--- src/rtl/ip_address_text_validator_core_macros.svh ---
// Assertion macros for the address text validator RTL.
`ifndef IP_ADDRESS_TEXT_VALIDATOR_CORE_MACROS_SVH
`define IP_ADDRESS_TEXT_VALIDATOR_CORE_MACROS_SVH

// Clocked property, off while in reset.
`define IATV_ASSERT(label, prop, msg) \
	label: assert property (@(posedge clk) disable iff (!arst_n) (prop)) else $error(msg);

// Same-cycle implication.
`define IATV_ASSERT_IMP(label, ante, cons, msg) \
	`IATV_ASSERT(label, (ante) |-> (cons), msg)

// Next-cycle implication.
`define IATV_ASSERT_NXT(label, ante, cons, msg) \
	`IATV_ASSERT(label, (ante) |=> (cons), msg)

`endif

--- src/rtl/iatv_pkg.sv ---
// Types and constants shared by the address text validator modules.
package iatv_pkg;

	typedef enum logic [1:0] {
		KIND_NONE = 2'd0,
		KIND_V4   = 2'd1,
		KIND_V6   = 2'd2
	} kind_t;

	typedef struct packed {
		kind_t      kind;
		logic       failed;
		logic [2:0] seps;
		logic [2:0] glen;
		logic [8:0] gval;
		logic       glz;
		logic       gdec;
	} scan_state_t;

	localparam logic [8:0] V4_MAX_VALUE  = 9'd255;
	localparam logic [8:0] VALUE_SAT     = 9'd256;
	localparam logic [2:0] V4_MAX_DIGITS = 3'd3;
	localparam logic [2:0] V6_MAX_DIGITS = 3'd4;
	localparam logic [2:0] V4_SEPS       = 3'd3;
	localparam logic [2:0] V6_SEPS       = 3'd7;
	localparam logic [2:0] LEN_SAT       = 3'd5;

	localparam logic [7:0] CH_DOT   = 8'h2E;
	localparam logic [7:0] CH_COLON = 8'h3A;
	localparam logic [7:0] CH_ZERO  = 8'h30;
	localparam logic [7:0] CH_NINE  = 8'h39;
	localparam logic [7:0] CH_LA    = 8'h61;
	localparam logic [7:0] CH_LF    = 8'h66;
	localparam logic [7:0] CH_UA    = 8'h41;
	localparam logic [7:0] CH_UF    = 8'h46;

	localparam scan_state_t SCAN_CLEAR = '{
		kind:   KIND_NONE,
		failed: 1'b0,
		seps:   3'd0,
		glen:   3'd0,
		gval:   9'd0,
		glz:    1'b0,
		gdec:   1'b1
	};

endpackage

--- src/rtl/ip_address_text_validator_core.sv ---
// Top level of the IPv4 / IPv6 address text validator.
//
//  channel | signals                                   | direction
//  --------+-------------------------------------------+----------
//  in      | in_valid, in_stall, symbol, symbol_valid,  | into block
//          | end_of_string                             |
//  out     | out_valid, out_stall, verdict             | out of block
//
// One character item per cycle while in_stall is low; the scan state updates in the cycle it is accepted.
// The verdict of an end-of-string item is registered and shows in the next cycle.
// Reset clears the scan state and drops out_valid; the next string starts fresh.
// in_stall rises only for an end-of-string item while a held verdict is stalled;
// items without end of string keep flowing through a stalled output.
`include "ip_address_text_validator_core_macros.svh"

module ip_address_text_validator_core import iatv_pkg::*; (
	input  logic       clk,
	input  logic       arst_n,
	input  logic       in_valid,
	output logic       in_stall,
	input  logic [7:0] symbol,
	input  logic       symbol_valid,
	input  logic       end_of_string,
	output logic       out_valid,
	input  logic       out_stall,
	output logic [1:0] verdict
);

	scan_state_t state_q;
	scan_state_t state_nxt;
	kind_t       verdict_nxt;
	kind_t       verdict_q;
	logic        out_valid_q;
	logic        in_acc;
	logic        out_held;

	iatv_step u_step (
		.cur          (state_q),
		.symbol       (symbol),
		.symbol_valid (symbol_valid),
		.nxt          (state_nxt),
		.verdict      (verdict_nxt)
	);

	assign out_held = out_valid_q && out_stall;
	assign in_stall = out_held && end_of_string;
	assign in_acc   = in_valid && !in_stall;

	always_ff @(posedge clk or negedge arst_n) begin
		if (!arst_n) begin
			state_q     <= SCAN_CLEAR;
			out_valid_q <= 1'b0;
		end else begin
			if (in_acc)
				state_q <= end_of_string ? SCAN_CLEAR : state_nxt;
			out_valid_q <= (in_acc && end_of_string) || out_held;
		end
	end

	always_ff @(posedge clk) begin
		if (in_acc && end_of_string)
			verdict_q <= verdict_nxt;
	end

	assign out_valid = out_valid_q;
	assign verdict   = verdict_q;

	`IATV_ASSERT_IMP(a_out_source, out_valid,
		$past(in_valid && !in_stall && end_of_string) || $past(out_valid && out_stall),
		"result without an end-of-string item")
	`IATV_ASSERT_NXT(a_clear_after_eos, in_valid && !in_stall && end_of_string,
		state_q.kind == KIND_NONE && state_q.seps == 3'd0 && !state_q.failed,
		"scan state not cleared after end of string")
	`IATV_ASSERT_IMP(a_no_kind_no_seps, state_q.kind == KIND_NONE, state_q.seps == 3'd0,
		"separators counted with no kind")
	`IATV_ASSERT_IMP(a_v4_sep_limit, state_q.kind == KIND_V4, state_q.seps <= V4_SEPS,
		"IPv4 separator count past limit")

endmodule

--- src/rtl/iatv_step.sv ---
// Per-character update of the scan state and end-of-string verdict.
module iatv_step import iatv_pkg::*; (
	input  scan_state_t cur,
	input  logic [7:0]  symbol,
	input  logic        symbol_valid,
	output scan_state_t nxt,
	output kind_t       verdict
);

	function automatic logic group_ok(input scan_state_t s, input kind_t k);
		logic ok;
		ok = 1'b0;
		case (k)
			KIND_V4: begin
				ok = (s.glen != 3'd0) && (s.glen <= V4_MAX_DIGITS)
					&& !(s.glz && s.glen > 3'd1) && s.gdec
					&& (s.gval <= V4_MAX_VALUE);
			end
			KIND_V6: begin
				ok = (s.glen != 3'd0) && (s.glen <= V6_MAX_DIGITS);
			end
			default: begin
				ok = 1'b0;
			end
		endcase
		return ok;
	endfunction

	logic        is_dot, is_colon, is_dec, is_hexl;
	kind_t       sep_kind;
	logic [2:0]  sep_limit;
	logic [3:0]  digit;
	logic [11:0] val_ext;
	logic [2:0]  need;

	assign is_dot   = (symbol == CH_DOT);
	assign is_colon = (symbol == CH_COLON);
	assign is_dec   = (symbol >= CH_ZERO) && (symbol <= CH_NINE);
	assign is_hexl  = ((symbol >= CH_LA) && (symbol <= CH_LF))
		|| ((symbol >= CH_UA) && (symbol <= CH_UF));
	assign sep_kind  = is_dot ? KIND_V4 : KIND_V6;
	assign sep_limit = is_dot ? V4_SEPS : V6_SEPS;
	assign digit     = 4'(symbol - CH_ZERO);
	// value * 10 + digit, saturated below
	assign val_ext   = 12'({cur.gval, 3'b000}) + 12'({cur.gval, 1'b0}) + 12'(digit);

	always_comb begin
		nxt = cur;
		if (symbol_valid) begin
			if (is_dot || is_colon) begin
				if (cur.kind != KIND_NONE && cur.kind != sep_kind) begin
					nxt.failed = 1'b1;
				end else begin
					nxt.kind = sep_kind;
					if (!group_ok(cur, sep_kind))
						nxt.failed = 1'b1;
					// count stops at the limit
					if (cur.seps >= sep_limit)
						nxt.failed = 1'b1;
					else
						nxt.seps = cur.seps + 3'd1;
				end
				nxt.glen = SCAN_CLEAR.glen;
				nxt.gval = SCAN_CLEAR.gval;
				nxt.glz  = SCAN_CLEAR.glz;
				nxt.gdec = SCAN_CLEAR.gdec;
			end else if (!is_dec && !is_hexl) begin
				nxt.failed = 1'b1;
			end else begin
				if (cur.glen == 3'd0 && symbol == CH_ZERO)
					nxt.glz = 1'b1;
				if (cur.glen < LEN_SAT)
					nxt.glen = cur.glen + 3'd1;
				if (is_dec)
					nxt.gval = (val_ext > 12'(VALUE_SAT)) ? VALUE_SAT : val_ext[8:0];
				else
					nxt.gdec = 1'b0;
			end
		end
	end

	always_comb begin
		need = (nxt.kind == KIND_V4) ? V4_SEPS : V6_SEPS;
		if (nxt.failed || nxt.kind == KIND_NONE || nxt.seps != need
				|| !group_ok(nxt, nxt.kind))
			verdict = KIND_NONE;
		else
			verdict = nxt.kind;
	end

endmodule
--- config.mk ---
export PLATFORM = sky130hd
export DESIGN_NAME = ip_address_text_validator_core
export DESIGN_NICKNAME = d
export VERILOG_FILES = /design/src/rtl/iatv_pkg.sv /design/src/rtl/ip_address_text_validator_core.sv /design/src/rtl/iatv_step.sv
export VERILOG_INCLUDE_DIRS = /design/src /design/src/rtl
export SDC_FILE = /design/constraint.sdc
export NUM_CORES = 1
export LEC_CHECK = 0
export ABC_AREA = 1
export BUFFER_PORTS_ARGS = -buffer_cell sky130_fd_sc_hd__buf_2
export CAP_MARGIN = 20
export CORE_MARGIN = 5
export CORE_UTILIZATION = 40
export CTS_BUF_LIST = sky130_fd_sc_hd__clkbuf_4 sky130_fd_sc_hd__clkbuf_8
export DETAILED_ROUTE_END_ITERATION = 10
export SYNTH_ARGS = -nofsm -noshare
export SYNTH_HDL_FRONTEND = slang
export SYNTH_HIERARCHICAL = 1
export SYNTH_SLANG_ARGS = --single-unit
--- constraint.sdc ---
create_clock -name clk -period 4.6 [get_ports clk]
set_clock_uncertainty 0.1 [all_clocks]
set_input_delay 0.92 -clock clk [delete_from_list [all_inputs] [get_ports clk]]
set_output_delay 0.92 -clock clk [all_outputs]
set_load 0.05 [all_outputs]
==> results of run 1 <==
final cells by class:
cell class | count | area share [%]
Clock buffer | 3 | 1.52
Inverter | 54 | 7.49
Tap cell | 77 | 3.56
Clock inverter | 1 | 0.185
Timing Repair Buffer | 17 | 3.14
Multi-Input combinational cell | 318 | 62.4
Sequential cell | 23 | 21.7
sequential cells by signal (all words and copies together), names as in the netlist:
| signal | cells |
|---|---|
| verdict | 2 |
| out_valid | 1 |
| state_q | 20 |
power by group:
| part | internal (mW) | leakage (nW) | switching (mW) | total [mW] |
|---|---|---|---|---|
| Sequential | 0.212 | 0.305 | 0.00739 | 0.219 |
| Clock | 0.0606 | 0.0255 | 0.0701 | 0.131 |
| Combinational | 0.0313 | 1.26 | 0.0662 | 0.0975 |
through the flow:
| step | cells | worst slack, ns | instance area [um2] | utilization, % | hold slack (ns) |
|---|---|---|---|---|---|
| finish | 493 | 1.27 | 2710 | 43.4 | 0.386 |
| global route | 493 | 1.05 | 2710 | 43.4 | 0.401 |
| CTS | 493 | 1.29 | 2710 | 43.4 | 0.386 |
| detailed placement | 489 | 1.01 | 2660 | 42.6 | 0.364 |
| global placement | 489 | 1.06 | 2660 | 42.6 | 0.364 |
| floorplan | 399 | 1.31 | 2530 | - | 0.343 |
Yosys cell counts (2+ instances only):
cell / number
buf_6: 3
ha_1: 28
inv_1: 44
o21ai_1: 4
nand3_2: 4
fa_1: 2
nand2_2: 8
nor3_1: 2
edfxtp_1: 2
nand2_1: 164
nor2_1: 32
dfrtp_1: 20
a21oi_1: 11
nor2_2: 2
o21ai_0: 10
nand3_1: 29
inv_2: 8
o21a_1: 2
nand3b_1: 2
nor2_4: 3
clkinv_1: 2
nand4_1: 4
cell usage in the layout, fill, tap and decap left out, types with 2 or more instances in the layout:
cell      instances
o21ai_1           4
ha_1             28
o21a_1            2
buf_2            17
dfrtp_1          20
nor2_1           32
fa_1              2
nor2_4            3
edfxtp_1          2
nor3_1            2
nor2_2            2
nand3b_1          2
o21ai_0          10
nand2_2           8
inv_2             8
clkbuf_8          3
nand4_1           4
clkinv_1          2
nand3_2           4
nand3_1          29
inv_1            44
a21oi_1          11
nand2_1         164
layer usage:
layer / GRT usage (%) / wire [um] / vias to the layer above
met1: 23.3 / 3050 / 1096
met3: 1.66 / 191 / 8
li1: - / - / 1290
met4: 4.06 / 80 / 0
met5: 0 / 0 / -
met2: 26.1 / 2720 / 43
cell families after synthesis:
logic type | count (synthesis) | share of synthesized area, %
adders and majority gates | 30 | 15.4
buffers and inverters | 58 | 9.90
and+or+nand+nor | 256 | 44.1
xor gates and xnor gates | 1 | 0.347
DFF | 23 | 23.2
AOI/OAI and AO/OA | 31 | 7.03
tightest hold or removal path, cell delays in order, from the launching register on:
cell and delay [ns]:
dfrtp_1 0.36, nand2_1 0.06, nand2_1 0.05
how the worst max path moves through the flow:
stage          depth (start not counted)    endpoint  slack (ns)      start
2_1_floorplan                         14  state_q[9]        1.31  symbol[3]
3_3_place_gp                          15  state_q[9]        1.06  symbol[3]
3_5_place_dp                          15  state_q[9]        1.01  symbol[3]
4_1_cts                               15  state_q[9]        1.29  symbol[3]
5_1_grt                               20  verdict[1]        1.05  symbol[6]
6_report                              15  state_q[9]        1.27  symbol[3]
==> qor.yml, run 1 <==
yosys_warnings: 6
grt_pass1_wl_um: 10400
grt_overflow: 0
hp-start: "state_q[17]"
cts_made_buffers: 3
clk_latency_ns: 0.27
hold_end: "state_q[17]"
ir_drop_uv: 112
postRouteWirelength_um: 6040
clock-sinks: 23
antenna_found_initial: 0
postCtsHoldBufs: 0
nets: 461
dp.final_hpwl_um: 4750
cp-start-kind: "input pin"
finalSetupViolCount: 0
period_minus_slack_ns: 3.33
max_cap_violations: 0
wl_per_cell_um: 12.2
worst_path_largest_cell_delay_ns: 0.52
synth_area_um2: 2530
worst_pin_slew_ns: 0.762
syn_nets: 443
fin_crit_sh_pct: 72.3
cp_slowest_cell: "fa_1"
worst-path-buf-inv: 1
p_per_area_nw_per_um2: 165
async_flop_share_pct: 91.3
drv_slew: 0
yosysUniqueCellTypes: 35
multi_input_area_um2: 1690
outcome: "finished, final reports clean"
hp-class: "reg2reg"
synth_area_per_cell_um2: 6.33
layout-drive-gt1-share_pct: 12.0
finalHoldViolCount: 0
synth_area_leaders: "nand2_1 (24%), dfrtp_1 (20%), ha_1 (14%), inv_1 (6.5%), nand3_1 (5.7%)"
hold_depth: 2
cts_tree: "done"
grt_setup_unrepaired: "false"
cts_buffer_depth: 2
postRouteAntennaNets: 0
leakage_nw: 1.59
end_kind: "register"
arrival_ns: 3.44
syn_to_final_growth_pct: 7.13
synth-seq-cells: 23
path_clk_slew_ns: 0.09
core_area_um2: 6240
r2r-start: "state_q[4]"
num_vias: 2437
cp_max_fo: 7
synth_top_area_cell: "nand2_1"
post-route-drc-count: 0
diodes: 0
num_rows: 29
grt_use_total_pct: 16.2
critical_path_class: "in2reg"
grt_max_degree: 22
place_congestion: 0.846
ff_latch_area_um2: 587
cp_cell_sequence: "buf_2 > fa_1 > fa_1 > nor2_1 > nand3_1 > nor2_1 > nand3_1 > nor2_1 > nand2_1 > nand2_2 > nand3_2 > or3_1 > a21oi_1 > nand2_1 > nand2_1"
reg2reg_setup_slack_ns: 1.62
nFillCells: 672
die_x_um: 89.5
drt_iter0_markers: 134
slew_headroom_pct: 49.1
ios: 18
synth-seq-area-share_pct: 23.2
fmax_mhz: 300
syn_inst: 399
synth_top_flop_cell: "dfrtp_1"
die_area_um2: 8010
grt_pass1_vias: 2285
post-cts-setup-buffer-count: 0
viasPerCell: 4.94
fin_tns_setup_ns: 0
critPathRequiredTime_ns: 4.71
critical_path.top_delay_family: "simple AND/OR/NAND/NOR gates"
synth_top_area_share_pct: 24.4
firstDrtPassIters: 5
portBuffers: 17
reg2regPathDepth: 14
clock_tree.root_cell: "clkbuf_8"
die_height_um: 89.5
ctsHtreeMaxLevel: 1
synth-edff-count: 2
cts_resized: 0
start_util_pct: 40.5
rr_endpoint: "state_q[9]"
p_total_uw: 448
Note: power is estimated with default switching activity, not from simulation.
==> inputs of run 2 (changes only) <==
- clock period: 4.6 -> 3.25 ns (I/O delays scaled with it)
==> run 2 against run 1 <==
Net effect: die area is the same; utilization increased by 1.0 points; register-to-register slack got worse by 1.3 ns; critical endpoint is now state_q[3].
==> qor.yml, run 2 (same netlist as run 1, synthesis figures left out) <==
outcome: "finished, final reports clean"
r2r-start: "state_q[4]"
nFillCells: 663  # -1.3%
end_kind: "register"
p_per_area_nw_per_um2: 232  # +40%
leakage_nw: 1.62  # +2.4%
max_cap_violations: 0  # unchanged
final_cells: 501  # +1.6%
cts_made_buffers: 3  # unchanged
fin_util_pct: 44.4  # +1.0 points
die_height_um: 89.5  # unchanged
syn_to_final_growth_pct: 9.60
clock-sinks: 23  # unchanged
portBuffers: 17  # unchanged
clock_tree.root_cell: "clkbuf_8"
largest_reg_flops: 20  # unchanged
ios: 18  # unchanged
mostFrequentLayoutCells: "nand2_1 (164), inv_1 (44), nor2_1 (32), nand3_1 (29), ha_1 (28)"
reg2reg_setup_slack_ns: 0.29  # -1.33 ns
path_clk_slew_ns: 0.09  # about the same
viasPerCell: 4.80  # -2.8%
critPathRequiredTime_ns: 3.36  # -1.35 ns
rr_endpoint: "state_q[3]"
holdWs_ns: 0.243  # -0.144 ns
hp-class: "in2async"
largest_register: "state_q"
num_vias: 2406  # -1.3%
grt_use_total_pct: 16.8  # +0.52 points
numPlacedInstances: 497  # +1.6%
setup_slack_ns: 0.237  # -1.04 ns
postRouteAntennaNets: 0  # unchanged
worst_pin_slew_ns: 0.737  # -0.0249 ns
preCtsSetupSlack_ns: -0.0693  # -1.08 ns
met2_usage_pct: 26.8  # +0.74 points
period_minus_slack_ns: 3.01
layout-drive-gt1-share_pct: 13.9  # +1.9 points
top_usage_layer: "met2"
core_area_um2: 6240  # unchanged
grt_max_degree: 22  # unchanged
postCtsHoldBufs: 0  # unchanged
num_rows: 29  # unchanged
cts_tree: "done"
fin_tns_setup_ns: 0  # unchanged
fin_crit_sh_pct: 92.7
post-cts-setup-buffer-count: 0  # unchanged
use_met3_pct: 1.66  # unchanged
antenna_found_initial: 0  # unchanged
grt_overflow: 0  # unchanged
place_congestion: 0.860  # +1.7%
post-route-drc-count: 0  # unchanged
mostFrequentLayoutCell: "nand2_1"
nets: 469  # +1.7%
slew_headroom_pct: 50.8  # +1.7 points
die_x_um: 89.5  # unchanged
arrival_ns: 3.13  # -0.31 ns
grt_pass1_vias: 2358  # +3.2%
die_area_um2: 8010  # unchanged
wl_per_cell_um: 12.2  # -0.36%
cts_buffer_depth: 2  # unchanged
grt_pass1_wl_um: 10700  # +2.9%
met1_usage_pct: 24.2  # +0.91 points
firstDrtPassIters: 4  # -1
start_util_pct: 40.5  # unchanged
drt_iter0_markers: 167  # +25%
grt_setup_unrepaired: "false"
cp_max_fo: 6  # -1
fmax_mhz: 332
finalSetupViolCount: 0  # unchanged
dp.final_hpwl_um: 4850  # +2.2%
drv_slew: 0  # unchanged
diodes: 0  # unchanged
ir_drop_uv: 140  # +26%
cp-start-kind: "input pin"
critical_path_class: "in2reg"
reg2regPathDepth: 16  # +2
postRouteWirelength_um: 6110  # +1.3%
clk_latency_ns: 0.27  # about the same
finalHoldViolCount: 0  # unchanged
ctsHtreeMaxLevel: 1  # unchanged
[run 2: changes by cell type in the layout (fill, tap and decap cells not counted)]
| cell | before | now |
|---|---|---|
| fa_2 | 0 | 1 |
| fa_1 | 2 | 1 |
| buf_4 | 0 | 8 |
[run 2: cell type report]
class                      count  area (um2)  area share, %
timing repair buffer          25         145           5.24
clock inverter                 1        5.00          0.181
inverter                      54         203           7.32
tap                           77        96.3           3.48
sequential                    23         587           21.2
multi-input combinational    318        1690           61.1
clock buffer                   3        41.3           1.49
[run 2: worst max-delay path by stage]
stage | slack, ns | endpoint | from | cells past startpoint
global route | 0.005 | state_q[3] | symbol[3] | 17
floorplan | 0.23 | state_q[9] | symbol[3] | 14
CTS | 0.21 | state_q[2] | symbol[3] | 17
detailed placement | -0.07 | state_q[2] | symbol[3] | 17
global placement | -0.04 | state_q[9] | symbol[3] | 15
finish | 0.24 | state_q[3] | symbol[3] | 17
[run 2: critical path: stages]
cell     delay (ns)
buf_2          0.12
fa_2           0.60
fa_1           0.43
nor2_1         0.13
nand3_1        0.08
nor2_1         0.11
nand3_1        0.08
nor2_1         0.10
nand2_1        0.07
nand2_2        0.08
nand3_2        0.07
buf_4          0.16
o21ai_1        0.12
o21ai_1        0.08
o21ai_1        0.11
nand2_1        0.06
nand2_1        0.09
[run 2: power breakdown]
part           internal, mW  leakage, nW  switching [mW]
registers             0.300        0.305          0.0107
clock network        0.0858       0.0255          0.0973
logic                0.0506         1.29          0.0967
[run 2: routing by layer]
metal / up-vias / part of all wire, %
met5: - / 0
met4: 0 / 0.59
met3: 3 / 3.2
met2: 36 / 44
met1: 1060 / 52
li1: 1307 / -
[run 2: metrics by stage]
step	power, mW	instance area, um2
floorplan	0.414	2530
detailed placement	0.463	2720
CTS	0.651	2770
global route	0.683	2770
global placement	0.463	2720
finish	0.641	2770
[run 2: what timing repair did]
action	CTS	global route
resized for setup	0	1
hold endpoints to repair	0	0
setup endpoints to repair	0	3
